### config.mk
export PLATFORM = sky130hd
export DESIGN_NAME = bkv_cell
export DESIGN_NICKNAME = d
export VERILOG_FILES = /design/src/design/bkv_pkg.sv /design/src/design/bkv_cell.sv
export SDC_FILE = /design/constraint.sdc
export NUM_CORES = 1
export LEC_CHECK = 0
export CAP_MARGIN = 5
export CELL_PAD_IN_SITES_DETAIL_PLACEMENT = 1
export CELL_PAD_IN_SITES_GLOBAL_PLACEMENT = 1
export CORE_AREA = 2 2 86 88
export DETAILED_ROUTE_END_ITERATION = 8
export DIE_AREA = 0 0 88 90
export DONT_BUFFER_PORTS = 1
export PLACE_DENSITY = 0.77
export SETUP_SLACK_MARGIN = 0.5
export SKIP_CTS_REPAIR_TIMING = 1
export SLEW_MARGIN = 20
export SYNTH_ARGS = -nofsm -noshare
export SYNTH_HDL_FRONTEND = slang
export SYNTH_SLANG_ARGS = --single-unit
### constraint.sdc
create_clock -name i_clk -period 2.9 [get_ports i_clk]
set_clock_uncertainty 0.1 [all_clocks]
set_input_delay 0.29 -clock i_clk [delete_from_list [all_inputs] [get_ports i_clk]]
set_output_delay 0.29 -clock i_clk [all_outputs]
set_load 0.02 [all_outputs]
### src/design/bkv_pkg.sv
// Package for the bounded key-value map: request and status codes, the
// sequencer state type and the structs passed between the top level and its cells.
// No dependencies.
package bkv_pkg;

    localparam int BKV_CAPACITY = 64;
    localparam int DATA_W       = 32;

    localparam logic [DATA_W-1:0] NO_VALUE = '1;

    typedef enum logic [1:0] {
        REQ_INSERT = 2'd0,
        REQ_FIND   = 2'd1,
        REQ_ERASE  = 2'd2,
        REQ_NONE   = 2'd3
    } t_req;

    typedef enum logic [1:0] {
        STS_DONE = 2'd0,
        STS_FULL = 2'd1,
        STS_MISS = 2'd2
    } t_status;

    typedef enum logic [1:0] {
        ST_IDLE,
        ST_MATCH,
        ST_UPDATE,
        ST_OUT
    } t_state;

    // broadcast command to every cell
    typedef struct packed {
        logic match_en;
        logic insert;
        logic erase;
    } t_cell_ctl;

    // running hit/value passed from cell to cell
    typedef struct packed {
        logic              hit;
        logic [DATA_W-1:0] value;
    } t_chain;

endpackage

### src/design/bkv_cell.sv
// One storage cell of the map: key, value, valid flag and duplicate rank,
// with its own key compare and a link in the hit/value chain. Depends on bkv_pkg.
module bkv_cell #(
    parameter int IW  = 6,
    parameter int IDX = 0
) (
    input  logic                     i_clk,
    input  logic                     i_rst_n,
    input  bkv_pkg::t_cell_ctl       i_ctl,
    input  logic                     i_sel,
    input  logic [bkv_pkg::DATA_W-1:0] i_key,
    input  logic [bkv_pkg::DATA_W-1:0] i_value,
    input  bkv_pkg::t_chain          i_chain,
    input  logic [IW-1:0]            i_idx,
    output bkv_pkg::t_chain          o_chain,
    output logic [IW-1:0]            o_idx,
    output logic                     o_top
);
    import bkv_pkg::*;

    logic              r_valid;
    logic [IW-1:0]     r_rank;
    logic [DATA_W-1:0] r_key;
    logic [DATA_W-1:0] r_value;
    logic              r_hit;
    logic              r_top;

    // control state: valid, rank and match flags
    always_ff @(posedge i_clk) begin
        if (!i_rst_n) begin
            r_valid <= 1'b0;
            r_rank  <= '0;
            r_hit   <= 1'b0;
            r_top   <= 1'b0;
        end else begin
            if (i_ctl.match_en) begin
                r_hit <= r_valid && (r_key == i_key);
                r_top <= r_valid && (r_key == i_key) && (r_rank == '0);
            end
            if (i_ctl.insert) begin
                if (i_sel) begin
                    r_valid <= 1'b1;
                    r_rank  <= '0;
                end else if (r_hit) begin
                    r_rank <= r_rank + 1'b1;
                end
            end else if (i_ctl.erase) begin
                if (r_top) begin
                    r_valid <= 1'b0;
                end else if (r_hit && (r_rank != '0)) begin
                    r_rank <= r_rank - 1'b1;
                end
            end
        end
    end

    // payload, written on insert into this slot
    always_ff @(posedge i_clk) begin
        if (i_ctl.insert && i_sel) begin
            r_key   <= i_key;
            r_value <= i_value;
        end
    end

    // fold this cell's newest-match into the chain
    assign o_chain.hit   = i_chain.hit | r_top;
    assign o_chain.value = i_chain.value | (r_top ? r_value : '0);
    assign o_idx         = i_idx | (r_top ? IW'(IDX) : '0);
    assign o_top         = r_top;

endmodule

* Yosys cells after proc, flatten, opt, wreduce, memory -nomap -nowiden
Index checks and enable logic that the tools add are counted.
** Word-level totals
- Flip-flop bits (word level) :: 73
- Latch bits :: 0
- RAM bits :: 0
- ROM bits :: 0
- Input bits :: 109
- Output and inout bits :: 40
- Memories kept :: 0
** Cells by class
- $add $sub $neg :: 2
- Multipliers :: 0
- Divide/modulo/power cells :: 0
- Order comparisons :: 0
- Equal/unequal tests :: 4
- Shift operators :: 0
- Multiplexer cells :: 11
- Bitwise operators :: 2
- Reduce and logical (&&, ||, !) cells :: 11
** Operator list (number)
- 2-to-1 mux 6 bit :: 6
- == test 32 bit :: 1
- 2-to-1 mux 32 bit :: 1
- bitwise OR 32 bit :: 1
- adder 6 x 1 -> 6 bit (second input constant) :: 1
- logical NOT 6 bit :: 1
- nonzero test 2 bit :: 3
- nonzero test 6 bit :: 1
- subtractor 6 x 1 -> 6 bit (second input constant) :: 1
- logical AND 1 bit :: 4
- 2-to-1 mux 1 bit :: 4
- AND reduction 4 bit :: 1
- != test 3 x 1 -> 1 bit (second input constant) :: 1
- AND reduction 3 bit :: 1
- != test 2 x 1 -> 1 bit (second input constant) :: 1
- != test 2 bit (second input constant) :: 1
- bitwise OR 1 bit :: 1

* Depth between registers and ports, before layout
- Depth after elaboration :: 6
- Gate-level depth with buffers :: 6
- Depth with buffers taken out :: 6

* Worst setup path after synthesis
OpenSTA, ideal clock, no wires.
- Path type :: input port to flip-flop
- Start :: input i_ctl[1] (netlist name)
- End :: register r_key[0], enable pin
- Library setup time :: 419 ps
- Arrival :: 1921 ps
- Required time :: 2381 ps
- Path slack :: 461 ps
- Stages on the path :: 3
- Path through :: clkbuf_1 nand2_1 inv_1
** On the way
- Cells in the longest elaborated chain, start to end :: 1
** RTL lines
- start: declaration :: RTL line bkv_cell.sv:9 : input bkv_pkg::t_cell_ctl i_ctl,
- logical AND 1 bit :: RTL line bkv_cell.sv:59 : if (i_ctl.insert && i_sel) begin
- end signal: assignment :: RTL line bkv_cell.sv:60 : r_key <= i_key;
- end: declaration :: RTL line bkv_cell.sv:23 : logic [DATA_W-1:0] r_key;
Every way passes these cells.
A chain may end at the register's enable or synchronous reset.

* Worst setup path in the final report
- Start :: register r_key[7]
- End :: register r_top (netlist: o_top)
** On the way
- Cells in the longest elaborated chain, start to end :: 3
** RTL lines
- == test 32 bit :: RTL line bkv_cell.sv:38 : r_top <= r_valid && (r_key == i_key) && (r_rank == '0);
- logical AND 1 bit (2 in a row) :: RTL line bkv_cell.sv:38
- end signal: assignment :: RTL line bkv_cell.sv:38
- end: declaration :: RTL line bkv_cell.sv:26 : logic r_top;
Every way passes these cells.

==> results.cfg <==
[status]
outcome = complete, no violations

[global_routing]
grt_pass1_vias = 1951
grt_pass1_wl_mm = 9.89
grt_use_total_pct = 16.8
grt_max_degree = 66
grt_overflow_total = 0
antenna_found_initial = 0

[die]
die_width_um = 88
io_pins = 149
dieHeight_um = 90
dieArea_mm2 = 0.00792
initial_utilization_pct = 46.3
fp-row-count = 31
core_area_mm2 = 0.00702

[finish]
drive_gt1_share_pct = 8.22
final_common_cell = dlygate4sd3_1
final_util_pct = 59.3
final_cells = 403
fin_nets = 411
antennaDiodeCount = 0
stdcell_area_mm2 = 0.00416
area_growth_pct = 28.0
layout_common_cells = dlygate4sd3_1, edfxtp_1, a21o_1, xnor2_1, nand2_1

[worst_setup_path]
r2r_end = o_top
crit_type = flop to flop
endpoint_kind = flop
cp.arrival_ns = 1.88
ff2ff_setup_slack_ns = 1.19
r2r-start = r_key[7]
worstPathMaxFanout = 2
start_kind = flop
worstRegToRegCells = 5
startpoint = r_key[7]
cp.required_ns = 3.07

[placement]
placement.cell_area_mm2 = 0.00329
dp_hpwl_mm = 4.81
gp_congestion = 0.851
portBuffers = 0
placed_cells = 322

[flow_run]
drv_cap = 0

[clock_network]
cts_root_buffer = clkbuf_8
path_clk_slew_ns = 0.08
cts_max_level = 3
clock_latency_ns = 0.34
cts_buffer_depth = 2
cts.sinks = 73
cts_tree = done
numCtsBuffers = 9

[routing]
vias = 2139
drt_first_pass_iters = 6
wl_met3_um = 562
totalWireLength_mm = 8.30
post_drt_wl_per_cell_um = 20.6
met2_length_mm = 4.29
ant_nets = 0
drc = 0
viasPerCell = 5.31
top_layer_used = met4
m1WireLength_mm = 3.32
drtIter0Drc = 108

[power]
total_leakage_power_nw = 1.55
p_per_area_mw_per_mm2 = 570
ir_worst_vdd_v = 0.000314
finalPower_w = 0.00237

[timing]
clock.fmax_mhz = 585
hold_viol = 0
timing.final.crit_share_pct = 59.0
slew_headroom_pct = 45.9
tns_ns = 0
rsz0062_at_grt = false
worst_slew_pin_slew_ns = 0.812
setup_violations = 0
finalCriticalPeriod_ns = 1.71
maxSlewViolCount = 0

[logic_synthesis]
synth_seq_cells = 73
synth_edf_count = 64
synth.area.top_cells = edfxtp_1, xnor2_1, a21o_1
synth.distinct_cells = 36
synth_top_flop_cell = edfxtp_1
synth.avg_cell_area_um2 = 13.8
synth_top_area_share_pct = 59.1
ys_warn_count = 0
postSynthNetCount = 347
seq_area_frac_synth_pct = 64.7
async_reset_ff_share_pct = 0
synth_largest_area_cell = edfxtp_1
synth_area_mm2 = 0.00325
synthCells = 235

[worst_hold_path]
hold_path.class = primary input to flop
hp-start = i_ctl[2]
holdPathStages = 3
holdPathEnd = r_hit
## worst max-delay path by stage
stage,to,slack (ns),depth (start not counted)
2_1_floorplan,r_key[0],0.87,3
3_3_place_gp,r_rank[5],1.26,6
3_5_place_dp,r_rank[5],1.23,6
4_1_cts,o_chain[12],1.18,2
5_1_grt,o_top,1.06,5
6_report,o_top,1.19,5
## metal layers
metal  track usage [%]  vias up
met5                 0        -
met4              5.00        0
met3              7.25       11
met2              26.2       89
met1              21.1     1055
li1                  -      984
## per-stage QoR
| stage | hold WS [ns] | worst slack [ns] |
|---|---|---|
| final | 0.0491 | 1.19 |
| after global routing | 0.0636 | 1.06 |
| after CTS | -0.0842 | 1.18 |
| after detailed placement | 0.289 | 1.23 |
| after global placement | 0.289 | 1.26 |
| after floorplan | 0.289 | 0.874 |
## cells in the mapped netlist (all sizes together), types with 4 or more instances
master  count
edfxtp     64
a21o       32
xnor2      32
nand2      12
buf        10
a21oi       9
dfxtp       9
nand4       8
o21ai       7
inv         6
nand3       6
nor2        6
clkbuf      4
## cells by family after synthesis
logic type | after synthesis | synth area share [%]
flops | 73 | 64.7
compound gates | 57 | 12.1
simple gates | 46 | 8.51
xor+xnor | 35 | 9.43
buf+inv | 20 | 3.73
fa+ha+maj | 3 | 1.16
mux | 1 | 0.347
## report_power, final
group | internal, W | switching [W]
logic | 0.000128 | 0.000120
registers | 0.00122 | 0.0000350
clock network | 0.000483 | 0.000390
## layout make-up
cell class                 instances  area [um^2]
tap                               99          124
clock buffer                       9          124
clock inverter                     7         92.6
timing repair buffer              67          666
fill                             670         2860
multi-input combinational        142         1030
inverter                           6         26.3
sequential                        73         2100
## flip-flops by register name, indices dropped and copies added (netlist names)
name / count
r_key: 32
r_value: 32
r_rank: 6
o_top: 1
r_hit: 1
r_valid: 1
## worst max-delay path: stages (launching register included)
cell and delay (ns):
edfxtp_1 0.40, xnor2_1 0.23, nand4_1 0.15, nor4_1 0.38, nand3_1 0.22, o21ai_1 0.16
Note: power is estimated with default switching activity, not from simulation.
