## src/design/bkv_pkg.sv

```systemverilog
// Package for the bounded key-value map: request and status codes, the
// sequencer state type and the structs passed between the top level and its cells.
// No dependencies.
package bkv_pkg;

    localparam int BKV_CAPACITY = 64;
    localparam int DATA_W       = 32;

    localparam logic [DATA_W-1:0] NO_VALUE = '1;

    typedef enum logic [1:0] {
        REQ_INSERT = 2'd0,
        REQ_FIND   = 2'd1,
        REQ_ERASE  = 2'd2,
        REQ_NONE   = 2'd3
    } t_req;

    typedef enum logic [1:0] {
        STS_DONE = 2'd0,
        STS_FULL = 2'd1,
        STS_MISS = 2'd2
    } t_status;

    typedef enum logic [1:0] {
        ST_IDLE,
        ST_MATCH,
        ST_UPDATE,
        ST_OUT
    } t_state;

    // broadcast command to every cell
    typedef struct packed {
        logic match_en;
        logic insert;
        logic erase;
    } t_cell_ctl;

    // running hit/value passed from cell to cell
    typedef struct packed {
        logic              hit;
        logic [DATA_W-1:0] value;
    } t_chain;

endpackage

```

## src/design/bkv_free_stack.sv

```systemverilog
// Stack of free slot numbers with its fill count. Entries below the low-water
// mark have never been popped and read as their own index. Depends on bkv_pkg.
module bkv_free_stack #(
    parameter int CAPACITY = bkv_pkg::BKV_CAPACITY,
    parameter int IW       = $clog2(CAPACITY),
    parameter int CNT_W    = $clog2(CAPACITY + 1)
) (
    input  logic          i_clk,
    input  logic          i_rst_n,
    input  logic          i_rd_en,
    input  logic          i_pop,
    input  logic          i_push,
    input  logic [IW-1:0] i_push_slot,
    output logic [IW-1:0] o_top_slot,
    output logic          o_empty
);
    import bkv_pkg::*;

    logic [IW-1:0]    r_mem [CAPACITY];
    logic [CNT_W-1:0] r_count;
    logic [CNT_W-1:0] r_low;
    logic [IW-1:0]    r_rd_data;
    logic [IW-1:0]    r_rd_idx;
    logic             r_rd_fresh;
    logic [CNT_W-1:0] n_count;
    logic [CNT_W-1:0] n_low;
    logic [CNT_W-1:0] top_pos;
    logic [IW-1:0]    rd_idx;
    logic             full;

    assign o_empty = (r_count == '0);
    assign full    = (r_count == CNT_W'(CAPACITY));
    assign top_pos = o_empty ? '0 : r_count - 1'b1;
    assign rd_idx  = top_pos[IW-1:0];

    // count and low-water mark
    always_comb begin
        n_count = r_count;
        n_low   = r_low;
        if (i_pop && !o_empty) begin
            n_count = r_count - 1'b1;
            if (top_pos < r_low) begin
                n_low = top_pos;
            end
        end else if (i_push && !full) begin
            n_count = r_count + 1'b1;
        end
    end

    always_ff @(posedge i_clk) begin
        if (!i_rst_n) begin
            r_count <= CNT_W'(CAPACITY);
            r_low   <= CNT_W'(CAPACITY);
        end else begin
            r_count <= n_count;
            r_low   <= n_low;
        end
    end

    // slot memory: registered read of the top, write on push
    always_ff @(posedge i_clk) begin
        if (i_rd_en) begin
            r_rd_data  <= r_mem[rd_idx];
            r_rd_idx   <= rd_idx;
            r_rd_fresh <= (top_pos < r_low);
        end
        if (i_push && !full) begin
            r_mem[r_count[IW-1:0]] <= i_push_slot;
        end
    end

    assign o_top_slot = r_rd_fresh ? r_rd_idx : r_rd_data;

    a_count_range: assert property (@(posedge i_clk) disable iff (!i_rst_n)
        r_count <= CNT_W'(CAPACITY))
        else $error("free count above capacity");
    a_low_le_count: assert property (@(posedge i_clk) disable iff (!i_rst_n)
        r_low <= r_count)
        else $error("low-water mark above fill count");
    a_no_pop_push: assert property (@(posedge i_clk) disable iff (!i_rst_n)
        !(i_pop && i_push))
        else $error("pop and push in one cycle");

endmodule

```

## config.mk

```make
export PLATFORM = sky130hd
export DESIGN_NAME = bkv_free_stack
export DESIGN_NICKNAME = d
export VERILOG_FILES = /design/src/design/bkv_pkg.sv /design/src/design/bkv_free_stack.sv
export SDC_FILE = /design/constraint.sdc
export NUM_CORES = 1
export LEC_CHECK = 0
export BUFFER_PORTS_ARGS = -buffer_cell sky130_fd_sc_hd__buf_2
export CAP_MARGIN = 20
export CORE_ASPECT_RATIO = 2
export CORE_MARGIN = 4
export CORE_UTILIZATION = 35
export DETAILED_ROUTE_END_ITERATION = 7
export GPL_ROUTABILITY_DRIVEN = 0
export HOLD_SLACK_MARGIN = 0.12
export PLACE_DENSITY = 0.59
export SYNTH_ARGS = -nofsm -noshare
export SYNTH_HDL_FRONTEND = slang
export SYNTH_SLANG_ARGS = --single-unit
```

## constraint.sdc

```tcl
create_clock -name i_clk -period 5.6 [get_ports i_clk]
set_input_delay 0.84 -clock i_clk [delete_from_list [all_inputs] [get_ports i_clk]]
set_output_delay 0.84 -clock i_clk [all_outputs]
set_load 0.005 [all_outputs]
```

# Word-level counts from Yosys, hierarchy flattened
# Memory sizes are Yosys's and may differ from the RTL's. A register that Yosys moved wholly into a read port is not among the register bits.
# Cells that the tools add are included.
dict set report word_totals {
  output_inout_bits 7
  word_cells 22
  mem_count 1
  ff_bits 21
  ram_bits 384
  input_bits 11
}
# name words word_bits read_ports rd_ports_with_merged_regs write_ports line
set mem_list {}
lappend mem_list {r_mem 64 6 1 1 1 bkv_free_stack.sv:19} ;# logic [IW-1:0] r_mem [CAPACITY];
dict set report classes {
  n_eq_ne 1
  n_reduce_logical 7
  add_sub_neg 2
  muxes 6
  n_lt_le_gt_ge 1
}
# op count
set op_table {}
lappend op_table {{$mux W7} 3}
lappend op_table {{$add A7 B1 Y7 const B} 1}
lappend op_table {{$eq A7 B7 Y1 const B} 1}
lappend op_table {{$logic_not A7 Y1} 1}
lappend op_table {{$lt A7 B7 Y1} 1}
lappend op_table {{$sub A7 B1 Y7 const B} 1}
lappend op_table {{$mux W6} 1}
lappend op_table {{$logic_and A1 B1 Y1} 2}
lappend op_table {{$logic_not A1 Y1} 2}
lappend op_table {{$mux W1} 2}
lappend op_table {{$reduce_and A2 Y1} 1}
lappend op_table {{$reduce_bool A2 Y1} 1}

# Logic depth before layout (Yosys ltp)
# Gate-level depths: netlist of the first run.
dict set report logic_depth {
  ltp_word 5
  ltp_mapped 21
  mapped_depth_nobuf 13
}

# Worst setup path before layout of the first run
# OpenSTA, ideal clock, no wires.
dict set report synth_timing {
  kind {register -> register}
  start {register r_count[0]}
  end {register r_low[6]}
  stages_incl_launch_ff 22
  t_arrival_ps 4797
  setup_slack_ps 682
  cell_sequence {dfxtp_1 -> clkbuf_1 -> inv_2 -> clkbuf_1 -> buf_1 -> ha_1 -> or2b_1 -> buf_6 -> o21ai_2 -> inv_2 -> buf_6 -> clkbuf_1 -> clkbuf_1 -> ha_1 -> inv_1 -> a221oi_2 -> a2111oi_1 -> or4_1 -> maj3_2 -> o211a_1 -> buf_6 -> mux2_4}
}
dict set report synth_via {
  elab_chain_len 4
}
# item line
set synth_rtl {}
lappend synth_rtl {{from (decl)} bkv_free_stack.sv:20} ;# logic [CNT_W-1:0] r_count;
lappend synth_rtl {{from (signal assigned)} bkv_free_stack.sv:52} ;# r_count <= CNT_W'(CAPACITY);
lappend synth_rtl {{from (signal assigned)} bkv_free_stack.sv:55} ;# r_count <= n_count;
lappend synth_rtl {{$sub A7 B1 Y7 or $logic_not A7 Y1 (tied branches)} {bkv_free_stack.sv:33, bkv_free_stack.sv:31}}
lappend synth_rtl {{$mux W7 *} bkv_free_stack.sv:33} ;# assign top_pos = o_empty ? '0 : r_count - 1'b1;
lappend synth_rtl {{net top_pos[2]} bkv_free_stack.sv:27} ;# logic [CNT_W-1:0] top_pos;
lappend synth_rtl {{$lt A7 B7 Y1 *} bkv_free_stack.sv:42} ;# if (top_pos < r_low) begin
lappend synth_rtl {{$reduce_and A2 Y1 (no line) *} --}
lappend synth_rtl {{to (signal assigned)} bkv_free_stack.sv:53} ;# r_low <= CNT_W'(CAPACITY);
lappend synth_rtl {{to (signal assigned)} bkv_free_stack.sv:56} ;# r_low <= n_low;
lappend synth_rtl {{to (decl)} bkv_free_stack.sv:21} ;# logic [CNT_W-1:0] r_low;
# Mark *: on every way through the listed nets, which the timed path passes. The rest lies on a longest branch.
# A chain may end at the register's enable or synchronous reset.

# Worst setup path after layout of the first run
dict set report layout_timing {
  start {register r_count[0]}
  end {register r_rd_data[4] (read register of r_mem), data pin}
}
dict set report layout_via {
  elab_chain_len 2
}
# item line
set layout_rtl {}
lappend layout_rtl {{$sub A7 B1 Y7 or $logic_not A7 Y1 (tied branches)} {bkv_free_stack.sv:33, bkv_free_stack.sv:31}}
lappend layout_rtl {{$mux W7 *} bkv_free_stack.sv:33}
lappend layout_rtl {{to (decl)} bkv_free_stack.sv:22} ;# logic [IW-1:0] r_rd_data;
# Every way passes the cells marked *; elsewhere a longest branch is shown, timed or not.

==> metrics.yaml, run 1 <==
cts-hold-fix-buffers: 0
routed_wl_um: 45900
ir_worst_vdd_uv: 592
holdCritPathClass: "flop to flop"
rows: 113
drive_gt1_share_pct: 9.07
cts_buffer_depth: 3
root_buffer: "clkbuf_16"
critPathArrivalTime_ps: 4750
syn2layout_area_growth_pct: 10.5
initial_core_util_pct: 35.5
power_mw: 11.6
synth_fp_nets: 1274
cp_slowest_stage_delay_ps: 760
timing.fmax_mhz: 226
yosysWarnings: 0
postSynthCellCount: 1257
num-nets-final: 1273
critical_path_class: "flop to flop"
cp_max_fo: 67
dp_hpwl_um: 29600
maxCapViolations: 0
grt_max_degree: 68
status: "finished clean"
grt_busiest_layer: "met2"
drv_slew: 0
port_buffers: 17
htree_levels: 2
grtUsageMet1_pct: 18.9
gr-total-overflow: 0
use_met3_pct: 1.88
route.detailed.wl_per_inst_um: 24.0
worstRegToRegCells: 12
fin_tns_setup_ps: 0
grt_pass1_vias: 10800
period_share_pct: 79.2
async_flop_share_pct: 0
slew_headroom_pct: 26.9
ys_seq_area_share_pct: 71.8
cts.sinks: 411
r2r_start: "r_count[0]"
start_kind: "flop"
hold_viol_final: 0
min-delay-start: "r_low[2]"
post_cts_buffers: 0
holdPathStages: 2
die_w_um: 164
cts_resized: 0
met2_usage_pct: 32.0
clk_latency_ps: 540
antenna_found_initial: 0
synth_top_area_share_pct: 70.2
startpoint: "r_count[0]"
worstPathRequired_ps: 5910
power_density_nw_per_um2: 617
worst_pin_slew_ps: 1090
p_leak_nw: 6.05
synth.area.top_cells: "edfxtp_1 70%, nand2_1 4.4%, mux2i_1 3.2%"
clk_pin_slew_ps: 70
yosysUniqueCellTypes: 74
cts_buffers: 35
clock_skew_ps: 24.8
endpoint_kind: "flop"
drtPass1Iterations: 5
final.fill_count: 4545
ys_seq_elements: 411
n_antenna_cell: 0
grt_pass1_wl_um: 67700
syn_avg_cell_area_um2: 13.5
setup_viol: 0
synth_flop_cell: "edfxtp_1"
io_pins: 18
synth-edff-count: 397
die_area_um2: 52300
die_y_um: 320
routed_via_density: 5.54
cpMostUsedCell: "inv_2"
dr_total_vias: 10600
cts_tree: "done"
synth_top_area_cell: "edfxtp_1"
layout_min_cycle_time_ps: 4430
syn-cell-area_um2: 17000
track_usage_pct: 17.2
critPathSlowestCell: "xor2_4"
drc: 0
coreArea_um2: 47800
drt_first_iter_violations: 972
rsz0062_at_grt: "no"
ant_nets: 0
path_cells: "inv_2, ha_1, xor2_4, o21ai_2, inv_2, buf_4, a21oi_1, a32oi_1, o32a_1, a31oi_1, or4_1, o41ai_1"
## metrics by stage
| stage | setup slack (ps) | hold slack [ps] | area (um2) | util, % | instances |
|---|---|---|---|---|---|
| 2_1_floorplan | 682 | 435 | 17000 | - | 1257 |
| 3_3_place_gp | 1290 | 450 | 17700 | 37.1 | 1850 |
| 3_5_place_dp | 1260 | 449 | 17700 | 37.1 | 1851 |
| 4_1_cts | 1240 | 463 | 18800 | 39.3 | 1911 |
| 5_1_grt | 983 | 491 | 18800 | 39.3 | 1911 |
| 6_report | 1170 | 462 | 18800 | 39.3 | 1911 |
## layer usage
layer | vias up | wire, um
met5 | - | 0
met4 | 0 | 2450
met3 | 125 | 2170
met2 | 389 | 24900
met1 | 5311 | 16400
li1 | 4758 | -
## placed cells by master (no fill, tap or decap), types with 17 or more instances in the layout
| cell | count |
|---|---|
| a21oi_1 | 45 |
| a31oi_1 | 17 |
| buf_2 | 17 |
| buf_4 | 28 |
| clkbuf_16 | 37 |
| edfxtp_1 | 397 |
| mux2i_1 | 55 |
| nand2_1 | 199 |
| nand3_1 | 34 |
| nor2_1 | 99 |
| nor3_1 | 20 |
| o211ai_1 | 28 |
| o21ai_0 | 58 |
## power by group
part           leakage (nW)  internal [mW]  switching [mW]
clock network         0.504           1.20            1.07
registers              3.70           3.62           0.186
logic                  1.85           1.68            3.83
total                  6.05           6.51            5.08
## registers in the layout (all words and copies together), names as in the netlist
name and flops:
r_count 7, r_low 7, r_mem 384, r_rd_data 6, r_rd_fresh 1, r_rd_idx 6
## cell type report
class | instances | area, um2 | area share [%]
well taps | 632 | 791 | 4.21
flip-flops and latches | 411 | 12200 | 65.0
inverters | 20 | 75.1 | 0.400
clock buffers | 44 | 952 | 5.07
repair buffers | 45 | 295 | 1.57
clock inverters | 16 | 71.3 | 0.380
multi-input cells | 743 | 4380 | 23.3
## synthesized netlist by cell type (14+ instances only)
cell and number:
clkbuf_1 59, nand3_1 34, nor3_1 20, nor2_1 99
inv_1 16, edfxtp_1 397, mux2i_1 55, o211ai_1 28
dfxtp_1 14, o21ai_0 58, a31oi_1 17, nand2_1 199
a21oi_1 46
## kinds of logic after synthesis
| family | count (synthesis) | share of synthesized area (%) |
|---|---|---|
| DFF | 411 | 71.8 |
| and+or+nand+nor | 407 | 10.3 |
| xor gates and xnor gates | 10 | 0.516 |
| AOI/OAI and AO/OA | 255 | 10.3 |
| buffers and inverters | 103 | 2.56 |
| muxes | 64 | 3.93 |
| adders and majority gates | 7 | 0.508 |
## path summary, 6_finish.rpt
check                 endpoint  slack, ps
hold / removal        r_low[2]        460
setup / recovery  r_rd_data[4]       1170
hold reg to reg       r_low[2]        460
setup reg to reg  r_rd_data[4]       1170
## critical path, delay by kind of cell, from the launching register on
family / cells / cell delay [ps]
AOI/OAI and AO/OA: 6 / 1030
buffers and inverters: 3 / 850
xor gates and xnor gates: 1 / 760
DFF: 1 / 600
and+or+nand+nor: 1 / 580
adders and majority gates: 1 / 370
No activity file was read; power rests on OpenSTA's default activity.
==> run 2, diff against run 1 <==
==> constraint.sdc (replaced) <==
create_clock -name i_clk -period 4.5 [get_ports i_clk]
set_input_delay 0.675 -clock i_clk [delete_from_list [all_inputs] [get_ports i_clk]]
set_output_delay 0.675 -clock i_clk [all_outputs]
set_load 0.005 [all_outputs]
==> metrics.yaml, run 2 (synthesis results as in run 1) <==
syn2layout_area_growth_pct: 11.9
finish.utilization_pct: 39.8  # +0.48 points
setup_viol: 0  # unchanged
finalInstanceArea_um2: 19000  # +1.2%
n_antenna_cell: 0  # unchanged
grt_pass1_wl_um: 68600  # +1.3%
critPathSlowestCell: "a211oi_1"
fin_tns_setup_ps: 0  # unchanged
start_kind: "flop"
grt_max_degree: 65  # -4.4%
cts_buffer_depth: 3  # unchanged
whs_ps: 462  # -0.293 ps
cts-hold-fix-buffers: 0  # unchanged
grt_pass1_vias: 10800  # +0.037%
p_clk_share_pct: 20.8  # +1.2 points
setup_ws_ps: 654  # -512 ps
drtPass1Iterations: 5  # unchanged
p_int_mw: 8.38  # +29%
holdCritPathClass: "flop to flop"
num-nets-final: 1284  # +0.86%
cts_tree: "done"
status: "finished clean"
p_switching_mw: 6.44  # +27%
die_w_um: 164  # unchanged
routed_via_density: 5.52  # -0.33%
path_cells: "inv_1, ha_1, or2b_1, o21ai_4, inv_2, buf_4, mux2i_1, o22ai_1, a211oi_1, o31ai_1"
maxCapViolations: 0  # unchanged
power_density_nw_per_um2: 780  # +26%
cts_resized: 0  # unchanged
coreArea_um2: 47800  # unchanged
clk_pin_slew_ps: 70  # about the same
die_area_um2: 52300  # unchanged
final_cell_mix: "397 x edfxtp_1, 199 x nand2_1, 99 x nor2_1"
worstPathRequired_ps: 4760  # -1150 ps
timing.fmax_mhz: 260  # +15%
htree_levels: 2  # unchanged
layout.cells.non_filler: 1925  # +0.73%
cp_max_fo: 30  # -55%
placed_cell_area_um2: 17900  # +0.61%
post_cts_buffers: 0  # unchanged
critical_path_class: "flop to flop"
drt_first_iter_violations: 842  # -13%
power_frac_comb_pct: 48.1  # +0.5 points
route.detailed.wl_per_inst_um: 24.0  # about the same
drive_gt1_share_pct: 10.5  # +1.4 points
die_y_um: 320  # unchanged
p_sw_share_pct: 43.5  # -0.37 points
initial_core_util_pct: 35.5  # unchanged
dpl_worst_slack_ps: 711  # -547 ps
largest_reg_flops: 384  # unchanged
root_buffer: "clkbuf_16"
worst_pin_slew_ps: 1030  # -59.9 ps
rows: 113  # unchanged
clock_skew_ps: 23.1  # -1.68 ps
port_buffers: 17  # unchanged
cp_slowest_stage_delay_ps: 700  # -60 ps
clk_latency_ps: 560  # +20 ps
gr-total-overflow: 0  # unchanged
power_mw: 14.8  # +28%
routed_wl_um: 46200  # +0.82%
endpoint_kind: "flop"
antenna_found_initial: 0  # unchanged
critPathArrivalTime_ps: 4110  # -640 ps
ir_worst_vdd_uv: 634  # +7.1%
final_common_cell: "edfxtp_1"
drc: 0  # unchanged
cts.sinks: 411  # unchanged
io_pins: 18  # unchanged
slew_headroom_pct: 30.9  # +4.0 points
hold_viol_final: 0  # unchanged
ant_nets: 0  # unchanged
dp_hpwl_um: 30900  # +4.5%
seq_power_share_pct: 31.1  # -1.7 points
final.fill_count: 4482  # -1.4%
dr_total_vias: 10600  # +0.40%
period_share_pct: 85.5  # +6.3 points
layout_min_cycle_time_ps: 3850  # -588 ps
cts_buffers: 35  # unchanged
p_leak_nw: 6.17  # +2.0%
drv_slew: 0  # unchanged
track_usage_pct: 17.5  # +0.31 points
rsz0062_at_grt: "no"
placedCellCount: 1862  # +0.59%
## run 2: path summary, 6_finish.rpt
check	start	end	depth (start not counted)	slack, ps
setup / recovery	r_count[1]	r_rd_data[2]	10	650
hold reg to reg	r_low[3]	r_low[3]	2	460
hold / removal	r_low[3]	r_low[3]	2	460
setup reg to reg	r_count[1]	r_rd_data[2]	10	650
## run 2: cell type report
class | instances | area [um2] | share of cell area [%]
Sequential cell | 411 | 12200 | 64.2
Multi-Input combinational cell | 743 | 4390 | 23.1
Clock buffer | 40 | 916 | 4.82
Tap cell | 632 | 791 | 4.16
Timing Repair Buffer | 56 | 393 | 2.07
Clock inverter | 23 | 228 | 1.20
Inverter | 20 | 77.6 | 0.408
## run 2: critical path, delay by kind of cell (launching register included)
family                     cells  cell delay [ps]
muxes                          1              270
and+or+nand+nor                1              420
DFF                            1              440
buffers and inverters          3             1080
adders and majority gates      1              260
AOI/OAI and AO/OA              4             1080
## run 2: power by group through the flow
stage                     logic, mW  registers, mW  clock network [mW]
after global placement         7.03           4.70                   0
after global routing           7.60           4.63                3.25
after CTS                      7.10           4.62                3.12
final                          7.13           4.62                3.08
after floorplan                4.51           4.64                   0
after detailed placement       7.07           4.70                   0
## run 2: layer usage
layer	GRT usage [%]	vias to the layer above	share of wire [%]
met2	33.6	370	55
met3	2.15	105	4.4
li1	-	4786	-
met1	18.7	5364	36
met4	8.10	0	4.7
met5	0	-	0
